<file path="src/rtl/core/haptic_pattern_sequencer_assert.svh">
// Assertion macros for the haptic pattern sequencer.
// Used by modules in rtl/core; assertions compile away when NO_ASSERTIONS is set.
`ifndef HAPTIC_PATTERN_SEQUENCER_ASSERT_SVH
`define HAPTIC_PATTERN_SEQUENCER_ASSERT_SVH
`ifndef NO_ASSERTIONS
// Clocked property that is ignored while reset is high.
`define HPS_ASSERT(lbl, clk, rst, prop, msg) \
   lbl: assert property (@(posedge clk) disable iff (rst) prop) else $error(msg);
// Clocked property that is checked in reset as well.
`define HPS_ASSERT_NR(lbl, clk, prop, msg) \
   lbl: assert property (@(posedge clk) prop) else $error(msg);
`else
`define HPS_ASSERT(lbl, clk, rst, prop, msg)
`define HPS_ASSERT_NR(lbl, clk, prop, msg)
`endif
`endif

</file>
<file path="src/rtl/core/hps_pkg.sv">
// Shared types, codes and constants of the haptic pattern sequencer.
// No dependencies; imported by every module in rtl/core.
package hps_pkg;

   localparam int MAX_SEGMENTS = 16;
   localparam int SEG_IDX_W    = $clog2(MAX_SEGMENTS);
   localparam int SEG_CNT_W    = 5;
   localparam int PROBE_RESET  = 250;

   localparam logic [6:0] AMP_MAX = 7'd100;

   // Item kinds.
   localparam logic [1:0] KIND_TICK  = 2'd0;
   localparam logic [1:0] KIND_START = 2'd1;
   localparam logic [1:0] KIND_LOAD  = 2'd2;

   // Result status codes.
   localparam logic [1:0] STAT_NONE      = 2'd0;
   localparam logic [1:0] STAT_ACCEPTED  = 2'd1;
   localparam logic [1:0] STAT_REJECTED  = 2'd2;
   localparam logic [1:0] STAT_COMPLETED = 2'd3;

   // Result error codes.
   localparam logic [1:0] ERR_NONE    = 2'd0;
   localparam logic [1:0] ERR_INVALID = 2'd1;
   localparam logic [1:0] ERR_DRIVER  = 2'd2;

   // Configuration register indexes.
   localparam logic [1:0] CSR_SEGMENT_COUNT  = 2'd0;
   localparam logic [1:0] CSR_REPEAT_GAP     = 2'd1;
   localparam logic [1:0] CSR_PROBE_INTERVAL = 2'd2;

   typedef struct packed {
      logic [1:0]  kind;
      logic [31:0] now_ms;
      logic        driver_present;
      logic [7:0]  repeat_count;
      logic [1:0]  intensity;
      logic [3:0]  seg_index;
      logic [6:0]  seg_amplitude;
      logic [15:0] seg_duration_ms;
   } req_word_type;

   typedef struct packed {
      logic [1:0] status;
      logic [1:0] error;
      logic       drive_update;
      logic [6:0] drive_amplitude;
      logic [1:0] drive_intensity;
      logic       playing;
   } rsp_word_type;

   typedef struct packed {
      logic [6:0]  amplitude;
      logic [15:0] duration_ms;
   } seg_entry_type;

   // Commands from the controller to the datapath.
   typedef struct packed {
      logic capture;
      logic execute;
   } hps_cmd_type;

   typedef enum logic {
      S_IDLE,
      S_EXEC
   } ctrl_state_type;

endpackage

</file>
<file path="src/rtl/core/haptic_pattern_sequencer.sv">
// Top level of the haptic pattern sequencer.
// Depends on hps_pkg, hps_ctrl and hps_datapath.
//
// The sequencer plays a vibration pattern from a table of up to MAX_SEGMENTS
// segments, each an amplitude and a duration, and repeats it with a silent gap
// between plays. Each request word is a millisecond tick, a start command or a
// segment load, and each gives exactly one response word with status, error,
// any new drive amplitude and the playing flag. A request word is handled in
// a capture step, which also reads the segment memory, then an execute step,
// which updates the playback state and loads the response register. A new
// request word is taken when the response register is empty or is being
// taken in the same cycle, and never before the last word has executed. The
// segment memory has no reset; a start must not run over slots never loaded.
// Configuration writes are always taken and must only be issued while no
// request word is in flight; index 0 is the segment count, 1 the repeat gap
// and 2 the probe interval, and other indexes are ignored.
module haptic_pattern_sequencer import hps_pkg::*; (
   input  logic         clock,
   input  logic         reset,
   input  logic         req_valid,
   output logic         req_ready,
   input  req_word_type req_word,
   output logic         rsp_valid,
   input  logic         rsp_ready,
   output rsp_word_type rsp_word,
   input  logic         csr_valid,
   output logic         csr_ready,
   input  logic [1:0]   csr_index,
   input  logic [15:0]  csr_wdata
);

   hps_cmd_type cmd;

   // The controller sequences each word through capture and execute.
   hps_ctrl u_ctrl (
      .clock     (clock),
      .reset     (reset),
      .req_valid (req_valid),
      .req_ready (req_ready),
      .rsp_valid (rsp_valid),
      .rsp_ready (rsp_ready),
      .cmd       (cmd)
   );

   // The datapath holds configuration, playback state and the segment memory.
   hps_datapath u_datapath (
      .clock     (clock),
      .reset     (reset),
      .cmd       (cmd),
      .req_word  (req_word),
      .rsp_word  (rsp_word),
      .csr_valid (csr_valid),
      .csr_index (csr_index),
      .csr_wdata (csr_wdata)
   );

   // Configuration registers take a write in any cycle.
   assign csr_ready = 1'b1;

endmodule

</file>
<file path="src/rtl/core/hps_ctrl.sv">
// Controller of the haptic pattern sequencer: item handshake and result valid.
// Depends on hps_pkg and haptic_pattern_sequencer_assert.svh.
`include "haptic_pattern_sequencer_assert.svh"

module hps_ctrl import hps_pkg::*; (
   input  logic        clock,
   input  logic        reset,
   input  logic        req_valid,
   output logic        req_ready,
   output logic        rsp_valid,
   input  logic        rsp_ready,
   output hps_cmd_type cmd
);

   ctrl_state_type state_ff, state_in;
   logic           rsp_valid_ff, rsp_valid_in;

   always_ff @(posedge clock) begin
      if (reset) begin
         state_ff     <= S_IDLE;
         rsp_valid_ff <= 1'b0;
      end else begin
         state_ff     <= state_in;
         rsp_valid_ff <= rsp_valid_in;
      end
   end

   always_comb begin
      state_in     = state_ff;
      rsp_valid_in = rsp_valid_ff;
      req_ready    = 1'b0;
      cmd          = '0;
      if (rsp_ready) begin
         rsp_valid_in = 1'b0;
      end
      unique case (state_ff)
         S_IDLE: begin
            // A word is taken only when the result register is free by the next edge.
            req_ready   = !rsp_valid_ff || rsp_ready;
            cmd.capture = req_valid && req_ready;
            if (cmd.capture) begin
               state_in = S_EXEC;
            end
         end
         S_EXEC: begin
            cmd.execute  = 1'b1;
            rsp_valid_in = 1'b1;
            state_in     = S_IDLE;
         end
         default: begin
            state_in = S_IDLE;
         end
      endcase
   end

   assign rsp_valid = rsp_valid_ff;

   `HPS_ASSERT(a_exec_single, clock, reset, state_ff == S_EXEC |=> state_ff == S_IDLE, "execute held")
   `HPS_ASSERT(a_exec_out_free, clock, reset, state_ff == S_EXEC |-> !rsp_valid_ff, "result busy")
   `HPS_ASSERT(a_exec_result, clock, reset, state_ff == S_EXEC |=> rsp_valid_ff, "result missing")
   `HPS_ASSERT(a_capture_exec, clock, reset, cmd.capture |=> state_ff == S_EXEC, "capture lost")

endmodule

</file>
<file path="src/rtl/core/hps_datapath.sv">
// Datapath of the haptic pattern sequencer: configuration, playback state,
// segment memory and result register. Depends on hps_pkg.
module hps_datapath import hps_pkg::*; (
   input  logic         clock,
   input  logic         reset,
   input  hps_cmd_type  cmd,
   input  req_word_type req_word,
   output rsp_word_type rsp_word,
   input  logic         csr_valid,
   input  logic [1:0]   csr_index,
   input  logic [15:0]  csr_wdata
);

   // Configuration.
   logic [SEG_CNT_W-1:0] seg_cnt_ff;
   logic [15:0]          gap_ff;
   logic [15:0]          probe_ff;

   // Playback state.
   logic                 active_ff, active_in;
   logic                 waiting_ff, waiting_in;
   logic [SEG_CNT_W-1:0] cur_seg_ff, cur_seg_in;
   logic [7:0]           reps_ff, reps_in;
   logic [31:0]          deadline_ff, deadline_in;
   logic [31:0]          last_probe_ff, last_probe_in;
   logic                 drv_ready_ff, drv_ready_in;
   logic [1:0]           run_int_ff, run_int_in;

   // Captured word, segment read data and result.
   req_word_type         req_ff;
   seg_entry_type        rd_ff;
   rsp_word_type         rsp_ff, rsp_in;

   seg_entry_type        seg_mem [MAX_SEGMENTS];

   logic [SEG_CNT_W-1:0] next_seg;
   logic [SEG_CNT_W-1:0] used_cnt;
   logic [SEG_IDX_W-1:0] rd_addr;
   logic [31:0]          probe_diff;
   logic [31:0]          dl_diff;
   logic [31:0]          seg_dl;
   logic [31:0]          gap_dl;
   logic                 probe_due;
   logic                 dl_reached;
   logic                 fault;
   logic                 load_ok;
   logic [6:0]           load_amp;

   assign next_seg = cur_seg_ff + 1'b1;
   assign used_cnt = (32'(seg_cnt_ff) > MAX_SEGMENTS) ? SEG_CNT_W'(MAX_SEGMENTS) : seg_cnt_ff;

   // A tick that is not in the repeat gap may open the next segment; all else opens segment 0.
   always_comb begin
      rd_addr = '0;
      if (req_word.kind == KIND_TICK && !waiting_ff && 32'(next_seg) < MAX_SEGMENTS) begin
         rd_addr = SEG_IDX_W'(next_seg);
      end
   end

   assign load_ok  = 32'(req_ff.seg_index) < MAX_SEGMENTS;
   assign load_amp = (req_ff.seg_amplitude > AMP_MAX) ? AMP_MAX : req_ff.seg_amplitude;

   always_ff @(posedge clock) begin
      if (cmd.execute && req_ff.kind == KIND_LOAD && load_ok) begin
         seg_mem[SEG_IDX_W'(req_ff.seg_index)] <= {load_amp, req_ff.seg_duration_ms};
      end
      if (cmd.capture) begin
         rd_ff <= seg_mem[rd_addr];
      end
   end

   always_ff @(posedge clock) begin
      if (cmd.capture) begin
         req_ff <= req_word;
      end
      if (cmd.execute) begin
         rsp_ff <= rsp_in;
      end
   end

   always_ff @(posedge clock) begin
      if (reset) begin
         seg_cnt_ff <= '0;
         gap_ff     <= '0;
         probe_ff   <= 16'(PROBE_RESET);
      end else if (csr_valid) begin
         unique case (csr_index)
            CSR_SEGMENT_COUNT:  seg_cnt_ff <= csr_wdata[SEG_CNT_W-1:0];
            CSR_REPEAT_GAP:     gap_ff     <= csr_wdata;
            CSR_PROBE_INTERVAL: probe_ff   <= csr_wdata;
            default: begin
            end
         endcase
      end
   end

   always_ff @(posedge clock) begin
      if (reset) begin
         active_ff     <= 1'b0;
         waiting_ff    <= 1'b0;
         cur_seg_ff    <= '0;
         reps_ff       <= '0;
         deadline_ff   <= '0;
         last_probe_ff <= '0;
         drv_ready_ff  <= 1'b1;
         run_int_ff    <= '0;
      end else if (cmd.execute) begin
         active_ff     <= active_in;
         waiting_ff    <= waiting_in;
         cur_seg_ff    <= cur_seg_in;
         reps_ff       <= reps_in;
         deadline_ff   <= deadline_in;
         last_probe_ff <= last_probe_in;
         drv_ready_ff  <= drv_ready_in;
         run_int_ff    <= run_int_in;
      end
   end

   // Deadlines count as reached when the wrapping difference is not negative.
   assign probe_diff = req_ff.now_ms - last_probe_ff - {16'd0, probe_ff};
   assign dl_diff    = req_ff.now_ms - deadline_ff;
   assign probe_due  = !probe_diff[31];
   assign dl_reached = !dl_diff[31];
   assign seg_dl     = req_ff.now_ms + {16'd0, rd_ff.duration_ms};
   assign gap_dl     = req_ff.now_ms + {16'd0, gap_ff};

   always_comb begin
      active_in     = active_ff;
      waiting_in    = waiting_ff;
      cur_seg_in    = cur_seg_ff;
      reps_in       = reps_ff;
      deadline_in   = deadline_ff;
      last_probe_in = last_probe_ff;
      drv_ready_in  = drv_ready_ff;
      run_int_in    = run_int_ff;
      fault         = 1'b0;
      rsp_in        = '0;
      rsp_in.status = STAT_NONE;
      rsp_in.error  = ERR_NONE;

      if (req_ff.kind == KIND_START) begin
         rsp_in.status = STAT_REJECTED;
         if (active_ff) begin
            rsp_in.error = ERR_INVALID;
         end else if (!drv_ready_ff || !req_ff.driver_present) begin
            drv_ready_in = 1'b0;
            rsp_in.error = ERR_DRIVER;
         end else if (used_cnt == '0) begin
            rsp_in.error = ERR_INVALID;
         end else begin
            rsp_in.status          = STAT_ACCEPTED;
            waiting_in             = 1'b0;
            cur_seg_in             = '0;
            reps_in                = req_ff.repeat_count;
            run_int_in             = req_ff.intensity;
            last_probe_in          = req_ff.now_ms;
            active_in              = 1'b1;
            rsp_in.drive_update    = 1'b1;
            rsp_in.drive_amplitude = rd_ff.amplitude;
            deadline_in            = seg_dl;
         end
      end else if (req_ff.kind == KIND_TICK && active_ff) begin
         if (probe_due) begin
            last_probe_in = req_ff.now_ms;
            if (!req_ff.driver_present) begin
               active_in     = 1'b0;
               drv_ready_in  = 1'b0;
               rsp_in.status = STAT_REJECTED;
               rsp_in.error  = ERR_DRIVER;
               fault         = 1'b1;
            end
         end
         if (!fault && dl_reached) begin
            rsp_in.drive_update = 1'b1;
            if (waiting_ff) begin
               waiting_in             = 1'b0;
               cur_seg_in             = '0;
               rsp_in.drive_amplitude = rd_ff.amplitude;
               deadline_in            = seg_dl;
            end else begin
               cur_seg_in = next_seg;
               if (next_seg < used_cnt) begin
                  rsp_in.drive_amplitude = rd_ff.amplitude;
                  deadline_in            = seg_dl;
               end else if (reps_ff > 8'd1) begin
                  reps_in     = reps_ff - 8'd1;
                  waiting_in  = 1'b1;
                  deadline_in = gap_dl;
               end else begin
                  active_in     = 1'b0;
                  rsp_in.status = STAT_COMPLETED;
               end
            end
         end
      end

      rsp_in.drive_intensity = run_int_in;
      rsp_in.playing         = active_in;
   end

   assign rsp_word = rsp_ff;

endmodule

</file>
<file path="config.mk">
export PLATFORM = sky130hd
export DESIGN_NAME = haptic_pattern_sequencer
export DESIGN_NICKNAME = d
export VERILOG_FILES = /design/src/rtl/core/hps_pkg.sv /design/src/rtl/core/haptic_pattern_sequencer.sv /design/src/rtl/core/hps_ctrl.sv /design/src/rtl/core/hps_datapath.sv
export VERILOG_INCLUDE_DIRS = /design/src /design/src/rtl/core
export SDC_FILE = /design/constraint.sdc
export NUM_CORES = 1
export LEC_CHECK = 0
export ABC_CLOCK_PERIOD_IN_PS = 3800
export BUFFER_PORTS_ARGS = -buffer_cell sky130_fd_sc_hd__buf_2
export CELL_PAD_IN_SITES_DETAIL_PLACEMENT = 1
export CELL_PAD_IN_SITES_GLOBAL_PLACEMENT = 1
export CORE_MARGIN = 1.5
export CORE_UTILIZATION = 46
export CTS_BUF_LIST = sky130_fd_sc_hd__clkbuf_16
export DETAILED_ROUTE_END_ITERATION = 8
export MAX_ROUTING_LAYER = met4
export PLACE_DENSITY_LB_ADDON = 0.1
export SKIP_LAST_GASP = 1
export SYNTH_ARGS = -nofsm -noshare
export SYNTH_HDL_FRONTEND = slang
export SYNTH_SLANG_ARGS = --single-unit
</file>
<file path="constraint.sdc">
create_clock -name clock -period 3.8 [get_ports clock]
set_clock_uncertainty 0.1 [all_clocks]
set_input_delay 0.19 -clock clock [delete_from_list [all_inputs] [get_ports clock]]
set_output_delay 0.19 -clock clock [all_outputs]
set_load 0.005 [all_outputs]
</file>
==> load_flow_metrics.sql, run 1 <==
INSERT INTO impl_metrics (metric_group, metric, value, unit) VALUES
('cells_and_area', 'commonest_non_fill_non_tap_cell_in_the_layout', 'edfxtp_1', ''),
('global_routing', 'initial_antenna_violation_count', '1', ''),
('synthesis', 'combined_area_of_all_synthesized_cells', '27180', 'sq um'),
('clock_tree', 'clock_path_buffers', '3', ''),
('cells_and_area', 'num-nets-final', '2673', ''),
('route', 'drtAntennaViolNets', '0', ''),
('critical_path', 'worst-setup-path-type', 'flip-flop to flip-flop', ''),
('clock_tree', 'clockRootBuffer', 'clkbuf_16', ''),
('synthesis', 'async_flop_share', '0', ''),
('global_routing', 'groute.usage.overall', '0.2600', ''),
('power_and_ir_drop', 'static-leakage-power', '11.83', 'nW'),
('clock_tree', 'cts_buffers', '69', ''),
('timing', 'grt_setup_unrepaired', 'true', ''),
('global_routing', 'globalRouteOverflowTotal', '0', ''),
('floorplanning', 'ios', '113', ''),
('power_and_ir_drop', 'ir_drop_worst_vdd', '0.4235', 'mV'),
('critical_path', 'critical_path.endpoint_type', 'flip-flop', ''),
('floorplanning', 'dieArea', '60550', 'sq um'),
('timing', 'setup_viol', '62', ''),
('route', 'wl', '74970', 'microns'),
('floorplanning', 'initial_core_util', '0.4683', ''),
('floorplanning', 'die_x', '246.1', 'microns'),
('timing', 'tightest_slew', '1.248', 'ns'),
('critical_path', 'worst_setup_path_start_kind', 'flip-flop', ''),
('cells_and_area', 'drive_above_1_share', '0.1967', ''),
('global_routing', 'largest_net_degree_at_the_start_of_global_routing', '93', ''),
('clock_tree', 'clkSlewWorstSetupHoldPaths', '0.06', 'ns'),
('cells_and_area', 'area_delta_synth_final', '21.36', '%'),
('placement', 'gp_routability_congestion', '0.8156', ''),
('clock_tree', 'htree_levels', '3', ''),
('floorplanning', 'floorplan.rows', '88', ''),
('timing', 'finalHoldViolations', '0', ''),
('critical_path', 'max_stage_delay', '0.56', 'ns'),
('timing', 'finalWorstPathRequiredPeriod', '3.921', 'ns'),
('route', 'drcViolationCount', '0', ''),
('synthesis', 'synth-edff-count', '478', ''),
('timing', 'timing.final.crit_share', '1.032', ''),
('power_and_ir_drop', 'pd_cells', '452.5', 'nW/um^2'),
('timing', 'setup_slack', '-0.1210', 'ns'),
('critical_path', 'timing.critical_path.arrival', '4.30', 'ns'),
('synthesis', 'yosysUniqueCellTypes', '69', ''),
('cells_and_area', 'most-common-layout-cells', 'edfxtp_1 (478), nand2_1 (219), inv_1 (140)', ''),
('clock_tree', 'cts.sinks', '599', ''),
('synthesis', 'synthCells', '2155', ''),
('timing', 'setup_total_negative_slack', '-2.628', 'ns'),
('critical_path', 'critical_path.most_common_cell', 'a211oi_2', ''),
('power_and_ir_drop', 'total_power', '14.92', 'mW'),
('route', 'routed-via-count', '18290', ''),
('clock_tree', 'tritoncts_clock_tree', 'built', ''),
('critical_path', 'source_of_the_worst_register_to_register_timing_path', 'u_datapath.req_ff[50]', ''),
('hold_path', 'timing.hold.worst.start', 'csr_valid', ''),
('global_routing', 'grt_first_pass_wirelength', '115600', 'microns'),
('synthesis', 'post_synthesis_average_cell_area', '12.61', 'sq um'),
('timing', 'timing.max_slew.rel_slack', '0.1665', ''),
('outcome', 'run_status', 'finished with violations', ''),
('hold_path', 'holdCritPathClass', 'primary input to flip-flop', ''),
('outcome', 'violations', 'negative setup slack', ''),
('placement', 'portBuffers', '111', ''),
('route', 'wl_per_cell', '22.95', 'microns'),
('synthesis', 'synth.ff_latch_count', '599', ''),
('synthesis', 'mappedNetlistNets', '2382', ''),
('critical_path', 'required_time_of_the_worst_setup_path', '4.17', 'ns'),
('floorplanning', 'die_y', '246.1', 'microns'),
('critical_path', 'critical_path.slowest_cell', 'fa_1', ''),
('timing', 'fmaxAchievable', '0.2550', 'GHz'),
('clock_tree', 'clock_latency', '0.64', 'ns'),
('critical_path', 'cp_cell_sequence', 'fa_1 > ha_4 > a21o_1 > a211o_1 > a2111oi_4 > a21oi_4 > o31ai_4 > mux2_4 > buf_6 > o41a_1 > a211oi_2 > a211oi_2', ''),
('placement', 'detailed_place.area', '29280', 'sq um'),
('synthesis', 'ys_dominant_reg_cell', 'edfxtp_1', ''),
('route', 'initialDrtViolationCount', '1051', ''),
('critical_path', 'critPathLaunch', 'u_datapath.req_ff[50]', '');
## stage by stage
stage	std cells	utilization	setup slack (ns)	hold slack, ns
6_report	3266	0.5684	-0.1210	0.1332
5_1_grt	3266	0.5684	-0.2510	0.1378
4_1_cts	3263	0.5654	-0.1345	0.09175
3_5_place_dp	3033	0.5047	-0.5381	0.2687
3_3_place_gp	3033	0.5047	-0.4244	0.2663
2_1_floorplan	2155	-	-0.01378	0.1889
## state kept, by name, indices dropped and copies added, names as in the netlist, 2 cells and up
| register | cells |
|---|---|
| u_datapath.seg_mem | 368 |
| u_datapath.req_ff | 72 |
| u_datapath.deadline_ff | 32 |
| u_datapath.last_probe_ff | 32 |
| u_datapath.rd_ff | 23 |
| u_datapath.gap_ff | 16 |
| u_datapath.probe_ff | 16 |
| u_datapath.rsp_word | 15 |
| u_datapath.reps_ff | 8 |
| u_datapath.cur_seg_ff | 5 |
| u_datapath.seg_cnt_ff | 5 |
| u_datapath.run_int_ff | 2 |
## critical path: cells and delay by family, from the launching register on
| kind | cells | cell delay, ns |
|---|---|---|
| AOI/OAI and AO/OA | 8 | 1.99 |
| adders and majority gates | 2 | 0.77 |
| buffers and inverters | 1 | 0.13 |
| muxes | 1 | 0.37 |
| DFF | 1 | 0.42 |
## layout make-up
cell class                 instances  area [sq um]
fill                            5764         25050
sequential                       599         16780
multi-input combinational       1321          9873
timing repair buffer             322          2634
clock buffer                      70          1752
tap                              765         957.2
inverter                         133         499.2
clock inverter                    56         483.0
## cells in the mapped netlist (all sizes together), types with 65 or more instances
library cell | n | area share
a21oi | 100 | 0.019
nand3 | 77 | 0.014
inv | 133 | 0.018
clkbuf | 69 | 0.0095
nor2 | 124 | 0.017
nand2 | 221 | 0.031
mux2i | 88 | 0.032
o21ai | 65 | 0.012
edfxtp | 478 | 0.53
a211oi | 75 | 0.023
dfxtp | 121 | 0.089
ha | 116 | 0.053
## power breakdown
| part | switching (mW) | leakage (nW) | internal, mW |
|---|---|---|---|
| registers | 0.111 | 5.35 | 7.21 |
| clock network | 2.80 | 1.12 | 3.68 |
| logic | 0.669 | 5.36 | 0.460 |
| total | 3.58 | 11.8 | 11.3 |
## path summary, 6_finish.rpt
kind | to | depth (start not counted)
worst max-delay path | u_datapath.reps_ff[1] | 12
worst min-delay path | u_datapath.seg_cnt_ff[2] | 4
worst max register to register | u_datapath.reps_ff[1] | 12
worst min register to register | u_datapath.probe_ff[10] | 2
## metal layers
layer / GRT usage / vias up / wire (microns)
li1: - / 8537 / -
met1: 0.3056 / 9276 / 31580
met2: 0.4580 / 339 / 38800
met3: 0.03431 / 142 / 2434
met4: 0.08769 / 0 / 2152
met5: - / - / 0
## repair_timing
item                                    in CTS  in global routing
hold buffers                                95                  0
endpoints found under the setup margin      91                 91
gates resized for setup                     46                 29
setup buffers                                5                  3
gates cloned                                 4                  0
pin swaps                                   27                 10
hold endpoints to repair                   130                  0
## cells by family (layout without fill, tap and decap cells)
family | count (synthesis) | in the layout | share of synthesized area
buffers and inverters | 235 | 581 | 0.03430
DFF | 599 | 599 | 0.6173
muxes | 155 | 155 | 0.06929
xor gates and xnor gates | 43 | 43 | 0.01386
other | 1 | 1 | 0.0001380
and+or+nand+nor | 605 | 605 | 0.1040
AOI/OAI and AO/OA | 385 | 385 | 0.09595
adders and majority gates | 132 | 132 | 0.06519
Note: power is estimated with default switching activity, not from simulation.
==> run 2: changes to the inputs <==
--- a/config.mk
+++ b/config.mk
@@ -6,12 +6,12 @@
 export SDC_FILE = /design/constraint.sdc
 export NUM_CORES = 1
 export LEC_CHECK = 0
-export ABC_CLOCK_PERIOD_IN_PS = 3800
+export ABC_CLOCK_PERIOD_IN_PS = 4000
 export BUFFER_PORTS_ARGS = -buffer_cell sky130_fd_sc_hd__buf_2
 export CELL_PAD_IN_SITES_DETAIL_PLACEMENT = 1
 export CELL_PAD_IN_SITES_GLOBAL_PLACEMENT = 1
 export CORE_MARGIN = 1.5
-export CORE_UTILIZATION = 46
+export CORE_UTILIZATION = 51
 export CTS_BUF_LIST = sky130_fd_sc_hd__clkbuf_16
 export DETAILED_ROUTE_END_ITERATION = 8
 export MAX_ROUTING_LAYER = met4
==> constraint.sdc (replaced) <==
create_clock -name clock -period 4 [get_ports clock]
set_clock_uncertainty 0.1 [all_clocks]
set_input_delay 0.2 -clock clock [delete_from_list [all_inputs] [get_ports clock]]
set_output_delay 0.2 -clock clock [all_outputs]
set_load 0.005 [all_outputs]
==> load_flow_metrics.sql, run 2 (synthesized netlist as in run 1, its figures left out) <==
INSERT INTO impl_metrics (metric_group, metric, value, unit) VALUES
('global_routing', 'groute.usage.overall', '0.2818', ''),
('outcome', 'run_status', 'completed', ''),
('floorplanning', 'die_y', '233.8', 'microns'),
('clock_tree', 'clkSlewWorstSetupHoldPaths', '0.06', 'ns'),
('critical_path', 'max_stage_delay', '0.54', 'ns'),
('timing', 'timing.hold.ws', '0.06810', 'ns'),
('clock_tree', 'cts_buffers', '66', ''),
('route', 'highest_layer', 'met4', ''),
('placement', 'place.detailed.hpwl', '46110', 'microns'),
('cells_and_area', 'num-nets-final', '2646', ''),
('critical_path', 'worst_setup_path_start_kind', 'flip-flop', ''),
('route', 'drtAntennaViolNets', '0', ''),
('route', 'avgViaCountPerCell', '5.797', ''),
('floorplanning', 'dieArea', '54680', 'sq um'),
('floorplanning', 'floorplan.rows', '84', ''),
('clock_tree', 'clockRootBuffer', 'clkbuf_16', ''),
('global_routing', 'grt_first_pass_wirelength', '112200', 'microns'),
('power_and_ir_drop', 'pd_cells', '430.4', 'nW/um^2'),
('route', 'wl_per_cell', '23.11', 'microns'),
('timing', 'final_max_slew_viol_count', '0', ''),
('cells_and_area', 'regMostFlops', 'u_datapath.seg_mem', ''),
('critical_path', 'critical_path.endpoint_type', 'flip-flop', ''),
('clock_tree', 'tritoncts_clock_tree', 'built', ''),
('floorplanning', 'floorplan.core_area', '52660', 'sq um'),
('placement', 'detailed_place.area', '29020', 'sq um'),
('clock_tree', 'clock_latency', '0.61', 'ns'),
('timing', 'timing.final.crit_share', '0.9759', ''),
('hold_path', 'holdCritPathClass', 'primary input to flip-flop', ''),
('timing', 'setup_slack', '0.09632', 'ns'),
('route', 'route.layer.met1.wl', '30460', 'microns'),
('critical_path', 'critPathMaxFanout', '7', ''),
('route', 'wl', '73040', 'microns'),
('floorplanning', 'die_x', '233.8', 'microns'),
('cells_and_area', 'final_design_area_no_fill', '32090', 'sq um'),
('route', 'dr.pass1.iters', '5', ''),
('global_routing', 'largest_net_degree_at_the_start_of_global_routing', '93', ''),
('route', 'routed-via-count', '18320', ''),
('route', 'route.met2.wl', '36700', 'microns'),
('cells_and_area', 'drive_above_1_share', '0.1704', ''),
('critical_path', 'critical-path-top-delay-family', 'compound AO/OA/AOI/OAI gates', ''),
('placement', 'portBuffers', '111', ''),
('critical_path', 'timing.critical_path.arrival', '4.26', 'ns'),
('timing', 'setup_total_negative_slack', '0', 'ns'),
('cells_and_area', 'final_core_util', '0.6094', ''),
('floorplanning', 'ios', '113', ''),
('timing', 'tightest_slew', '1.278', 'ns'),
('critical_path', 'source_of_the_worst_register_to_register_timing_path', 'u_datapath.req_ff[50]', ''),
('cells_and_area', 'largest_register_ff_count', '368', ''),
('placement', 'preCtsSetupSlack', '-0.3715', 'ns'),
('critical_path', 'critPathLaunch', 'u_datapath.req_ff[50]', ''),
('global_routing', 'globalRouteOverflowTotal', '0', ''),
('hold_path', 'timing.hold.worst.start', 'csr_index[1]', ''),
('cells_and_area', 'area_delta_synth_final', '18.08', '%'),
('route', 'initialDrtViolationCount', '1118', ''),
('power_and_ir_drop', 'ir_drop_worst_vdd', '0.4240', 'mV'),
('clock_tree', 'cts.sinks', '599', ''),
('cells_and_area', 'commonest_non_fill_non_tap_cell_in_the_layout', 'edfxtp_1', ''),
('clock_tree', 'htree_levels', '3', ''),
('timing', 'finalHoldViolations', '0', ''),
('critical_path', 'required_time_of_the_worst_setup_path', '4.35', 'ns'),
('timing', 'setup_viol', '0', ''),
('route', 'drcViolationCount', '0', ''),
('clock_tree', 'clock_path_buffers', '3', ''),
('critical_path', 'worst-setup-path-type', 'flip-flop to flip-flop', ''),
('timing', 'finalWorstPathRequiredPeriod', '3.904', 'ns'),
('timing', 'grt_setup_unrepaired', 'true', ''),
('critical_path', 'worstPathBufferInverterCount', '1', ''),
('global_routing', 'vias_in_the_first_global_route', '19660', ''),
('critical_path', 'cp_cell_sequence', 'fa_1 > ha_1 > a21o_1 > a211o_1 > a2111oi_4 > a21oi_4 > o31ai_4 > mux2_4 > or4_4 > a21oi_2 > buf_6 > and2_1', ''),
('placement', 'gp_routability_congestion', '0.8591', ''),
('cells_and_area', 'most-common-layout-cells', 'edfxtp_1 (478), nand2_1 (219), inv_1 (151)', ''),
('timing', 'fmaxAchievable', '0.2562', 'GHz'),
('timing', 'timing.max_slew.rel_slack', '0.1459', ''),
('cells_and_area', 'layout_top_registers', 'u_datapath.seg_mem (368), u_datapath.req_ff (72)', ''),
('floorplanning', 'initial_core_util', '0.5161', ''),
('job', 'drv.max_cap_violation_count', '0', ''),
('route', 'wl_met3', '3065', 'microns'),
('power_and_ir_drop', 'static-leakage-power', '11.55', 'nW'),
('global_routing', 'initial_antenna_violation_count', '2', ''),
('critical_path', 'critical_path.slowest_cell', 'or4_4', '');
-- run 2: cell count changes in the layout (fill, tap and decap cells not counted), sizes merged --
| cell | delta |
|---|---|
| inv | +11 |
| dlygate4sd3 | -4 |
| clkinv | -13 |
| diode | +3 |
| clkbuf | -3 |
| buf | -18 |
| clkinvlp | -2 |
| bufbuf | -2 |
-- run 2: power breakdown --
part | switching [mW] | internal (mW)
Clock | 2.52 | 3.32
Sequential | 0.107 | 6.84
Combinational | 0.603 | 0.412
Total | 3.23 | 10.6
-- run 2: final cells by class --
cell class	count	area, sq um
sequential	599	16780
clock buffer	67	1677
clock inverter	52	382.9
antenna	3	7.507
inverter	133	499.2
tap	688	860.8
multi-input combinational	1321	9625
timing repair buffer	298	2256
fill	5152	20570
-- run 2: path summary, 6_finish.rpt --
check,endpoint,slack [ns],depth (start not counted)
min,u_datapath.seg_cnt_ff[0],0.07,4
max reg2reg,u_datapath.rsp_word[4],0.1,12
max,u_datapath.rsp_word[4],0.1,12
min reg2reg,u_datapath.probe_ff[12],0.36,2
-- run 2: routing by layer --
| metal | track usage | vias up |
|---|---|---|
| met5 | - | - |
| met4 | 0.1148 | 0 |
| met3 | 0.04633 | 182 |
| met2 | 0.4794 | 412 |
| met1 | 0.3334 | 9253 |
| li1 | - | 8476 |
-- run 2: per-stage QoR --
step           std cells  power, mW
2_1_floorplan       2155      7.614
3_5_place_dp        2946      8.003
4_1_cts             3156      13.91
5_1_grt             3160      14.23
3_3_place_gp        2946      7.960
6_report            3161      13.81
-- run 2: worst min-delay path: cells and delay by family --
kind / cells / cell delay, ns
AND/OR/NAND/NOR: 2 / 0.24
multiplexers: 1 / 0.16
buffers and inverters: 1 / 0.12
-- run 2: timing repair --
action / 4_1_cts / 5_1_grt
setup buffers: 0 / 2
pin swaps: 8 / 2
resized for setup: 11 / 4
setup endpoints to repair: 88 / 33
hold buffers: 91 / 0
endpoints found under the hold margin: 111 / 0
==> run 3: changes to the inputs <==
--- a/config.mk
+++ b/config.mk
@@ -11,7 +11,7 @@
 export CELL_PAD_IN_SITES_DETAIL_PLACEMENT = 1
 export CELL_PAD_IN_SITES_GLOBAL_PLACEMENT = 1
 export CORE_MARGIN = 1.5
-export CORE_UTILIZATION = 51
+export CORE_UTILIZATION = 45
 export CTS_BUF_LIST = sky130_fd_sc_hd__clkbuf_16
 export DETAILED_ROUTE_END_ITERATION = 8
 export MAX_ROUTING_LAYER = met4
==> load_flow_metrics.sql, run 3 (synthesized netlist as in run 1, its figures left out) <==
INSERT INTO impl_metrics (metric_group, metric, value, unit) VALUES
('global_routing', 'initial_antenna_violation_count', '3', ''),
('route', 'drtAntennaViolNets', '0', ''),
('timing', 'finalWorstPathRequiredPeriod', '3.941', 'ns'),
('floorplanning', 'dieArea', '61870', 'sq um'),
('route', 'routed-via-count', '18050', ''),
('timing', 'finalHoldViolations', '0', ''),
('critical_path', 'critical_path.endpoint_type', 'flip-flop', ''),
('clock_tree', 'clock_latency', '0.62', 'ns'),
('clock_tree', 'cts_buffers', '68', ''),
('critical_path', 'critPathMaxFanout', '7', ''),
('clock_tree', 'clkSlewWorstSetupHoldPaths', '0.06', 'ns'),
('power_and_ir_drop', 'pd_cells', '434.5', 'nW/um^2'),
('route', 'initialDrtViolationCount', '1005', ''),
('clock_tree', 'cts.sinks', '599', ''),
('timing', 'fmaxAchievable', '0.2538', 'GHz'),
('cells_and_area', 'post_layout_nonfiller_instances', '3252', ''),
('route', 'avgViaCountPerCell', '5.552', ''),
('placement', 'preCtsSetupSlack', '-0.3790', 'ns'),
('route', 'dr.pass1.iters', '5', ''),
('critical_path', 'required_time_of_the_worst_setup_path', '4.38', 'ns'),
('timing', 'grt_setup_unrepaired', 'true', ''),
('critical_path', 'max_stage_delay', '0.56', 'ns'),
('clock_tree', 'postCtsSetupRepairBufs', '0', ''),
('global_routing', 'grt_first_pass_wirelength', '112300', 'microns'),
('floorplanning', 'die_x', '248.7', 'microns'),
('timing', 'timing.hold.ws', '0.04533', 'ns'),
('outcome', 'run_status', 'completed', ''),
('critical_path', 'critical_path.slowest_cell', 'fa_1', ''),
('timing', 'setup_viol', '0', ''),
('timing', 'timing.final.crit_share', '0.9851', ''),
('cells_and_area', 'commonest_non_fill_non_tap_cell_in_the_layout', 'edfxtp_1', ''),
('timing', 'setup_slack', '0.05947', 'ns'),
('cells_and_area', 'regMostFlops', 'u_datapath.seg_mem', ''),
('clock_tree', 'clockRootBuffer', 'clkbuf_16', ''),
('global_routing', 'largest_net_degree_at_the_start_of_global_routing', '91', ''),
('timing', 'timing.max_slew.rel_slack', '0.1357', ''),
('cells_and_area', 'drive_above_1_share', '0.1715', ''),
('hold_path', 'holdCritPathClass', 'primary input to flip-flop', ''),
('critical_path', 'cp_cell_sequence', 'fa_1 > ha_4 > a21o_1 > a211o_1 > a2111oi_4 > a21oi_4 > o31ai_4 > mux2_4 > or4_4 > a21oi_2 > buf_4 > and2_1', ''),
('cells_and_area', 'most-common-layout-cells', 'edfxtp_1 (478), nand2_1 (219), inv_1 (148)', ''),
('floorplanning', 'ios', '113', ''),
('clock_tree', 'clock_path_buffers', '3', ''),
('route', 'wl_per_cell', '22.33', 'microns'),
('route', 'wl', '72630', 'microns'),
('cells_and_area', 'layout_top_registers', 'u_datapath.seg_mem (368), u_datapath.req_ff (72)', ''),
('job', 'drv.max_cap_violation_count', '0', ''),
('placement', 'gp_routability_congestion', '0.8346', ''),
('power_and_ir_drop', 'static-leakage-power', '11.62', 'nW'),
('global_routing', 'globalRouteOverflowTotal', '0', ''),
('critical_path', 'worstPathBufferInverterCount', '1', ''),
('global_routing', 'groute.usage.overall', '0.2436', ''),
('route', 'drcViolationCount', '0', ''),
('critical_path', 'timing.critical_path.arrival', '4.32', 'ns'),
('floorplanning', 'initial_core_util', '0.4579', ''),
('critical_path', 'worst_setup_path_start_kind', 'flip-flop', ''),
('floorplanning', 'floorplan.rows', '89', ''),
('power_and_ir_drop', 'ir_drop_worst_vdd', '0.5214', 'mV'),
('critical_path', 'critical-path-top-delay-family', 'compound AO/OA/AOI/OAI gates', ''),
('clock_tree', 'tritoncts_clock_tree', 'built', ''),
('critical_path', 'worst-setup-path-type', 'flip-flop to flip-flop', ''),
('clock_tree', 'htree_levels', '3', ''),
('floorplanning', 'die_y', '248.7', 'microns'),
('cells_and_area', 'largest_register_ff_count', '368', ''),
('floorplanning', 'floorplan.core_area', '59350', 'sq um'),
('cells_and_area', 'area_delta_synth_final', '19.20', '%'),
('timing', 'final_max_slew_viol_count', '0', ''),
('cells_and_area', 'num-nets-final', '2653', ''),
('timing', 'tightest_slew', '1.294', 'ns'),
('placement', 'place.detailed.hpwl', '46850', 'microns'),
('placement', 'portBuffers', '111', ''),
('placement', 'dp.cells', '3037', ''),
('global_routing', 'vias_in_the_first_global_route', '19350', '');
run 3: repair_timing:
item | CTS | global route
setup endpoints to repair | 90 | 21
hold buffers | 92 | 0
hold endpoints to repair | 123 | 0
pin swaps | 7 | 2
resized for setup | 8 | 3
run 3: metrics by stage:
| step | TNS [ns] | util | total power [mW] | area, sq um |
|---|---|---|---|---|
| 3_3_place_gp | -4.046 | 0.4921 | 7.988 | 29210 |
| 6_report | 0 | 0.5458 | 14.07 | 32390 |
| 4_1_cts | 0 | 0.5454 | 14.22 | 32370 |
| 3_5_place_dp | -12.35 | 0.4921 | 8.026 | 29210 |
| 5_1_grt | -0.3117 | 0.5458 | 14.54 | 32390 |
| 2_1_floorplan | 0 | - | 7.614 | 27180 |
run 3: worst paths after layout:
| kind | from | end | slack [ns] | cells past startpoint |
|---|---|---|---|---|
| min reg2reg | u_datapath.probe_ff[8] | u_datapath.probe_ff[8] | 0.36 | 2 |
| max | u_datapath.req_ff[50] | u_datapath.rsp_word[7] | 0.06 | 12 |
| max reg2reg | u_datapath.req_ff[50] | u_datapath.rsp_word[7] | 0.06 | 12 |
| min | csr_index[0] | u_datapath.seg_cnt_ff[2] | 0.05 | 4 |
run 3: power by group:
group          switching, mW  internal, mW  total (mW)  leakage, nW
clock                   2.63          3.47        6.10         1.12
sequential             0.106          6.84        6.95         5.35
combinational          0.605         0.419        1.02         5.15
total                   3.34          10.7        14.1         11.6
run 3: cell type report:
class | count | area [sq um]
diodes | 1 | 2.502
clock buffers | 68 | 1702
clock inverters | 54 | 500.5
fillers | 5979 | 26960
inverters | 133 | 499.2
multi-input cells | 1321 | 9612
flip-flops and latches | 599 | 16780
well taps | 773 | 967.2
repair buffers | 303 | 2330
run 3: routing by layer:
layer / global-route usage / vias to the layer above / wire, microns
met1: 0.2947 / 9096 / 31040
met2: 0.4164 / 335 / 36760
met4: 0.08484 / 0 / 2456
met3: 0.03574 / 153 / 2376
li1: - / 8470 / -
met5: - / - / 0
run 3: tightest hold or removal path: cells and delay by family:
kind	cells	cell delay, ns
AND/OR/NAND/NOR	2	0.25
multiplexers	1	0.16
buffers and inverters	1	0.11
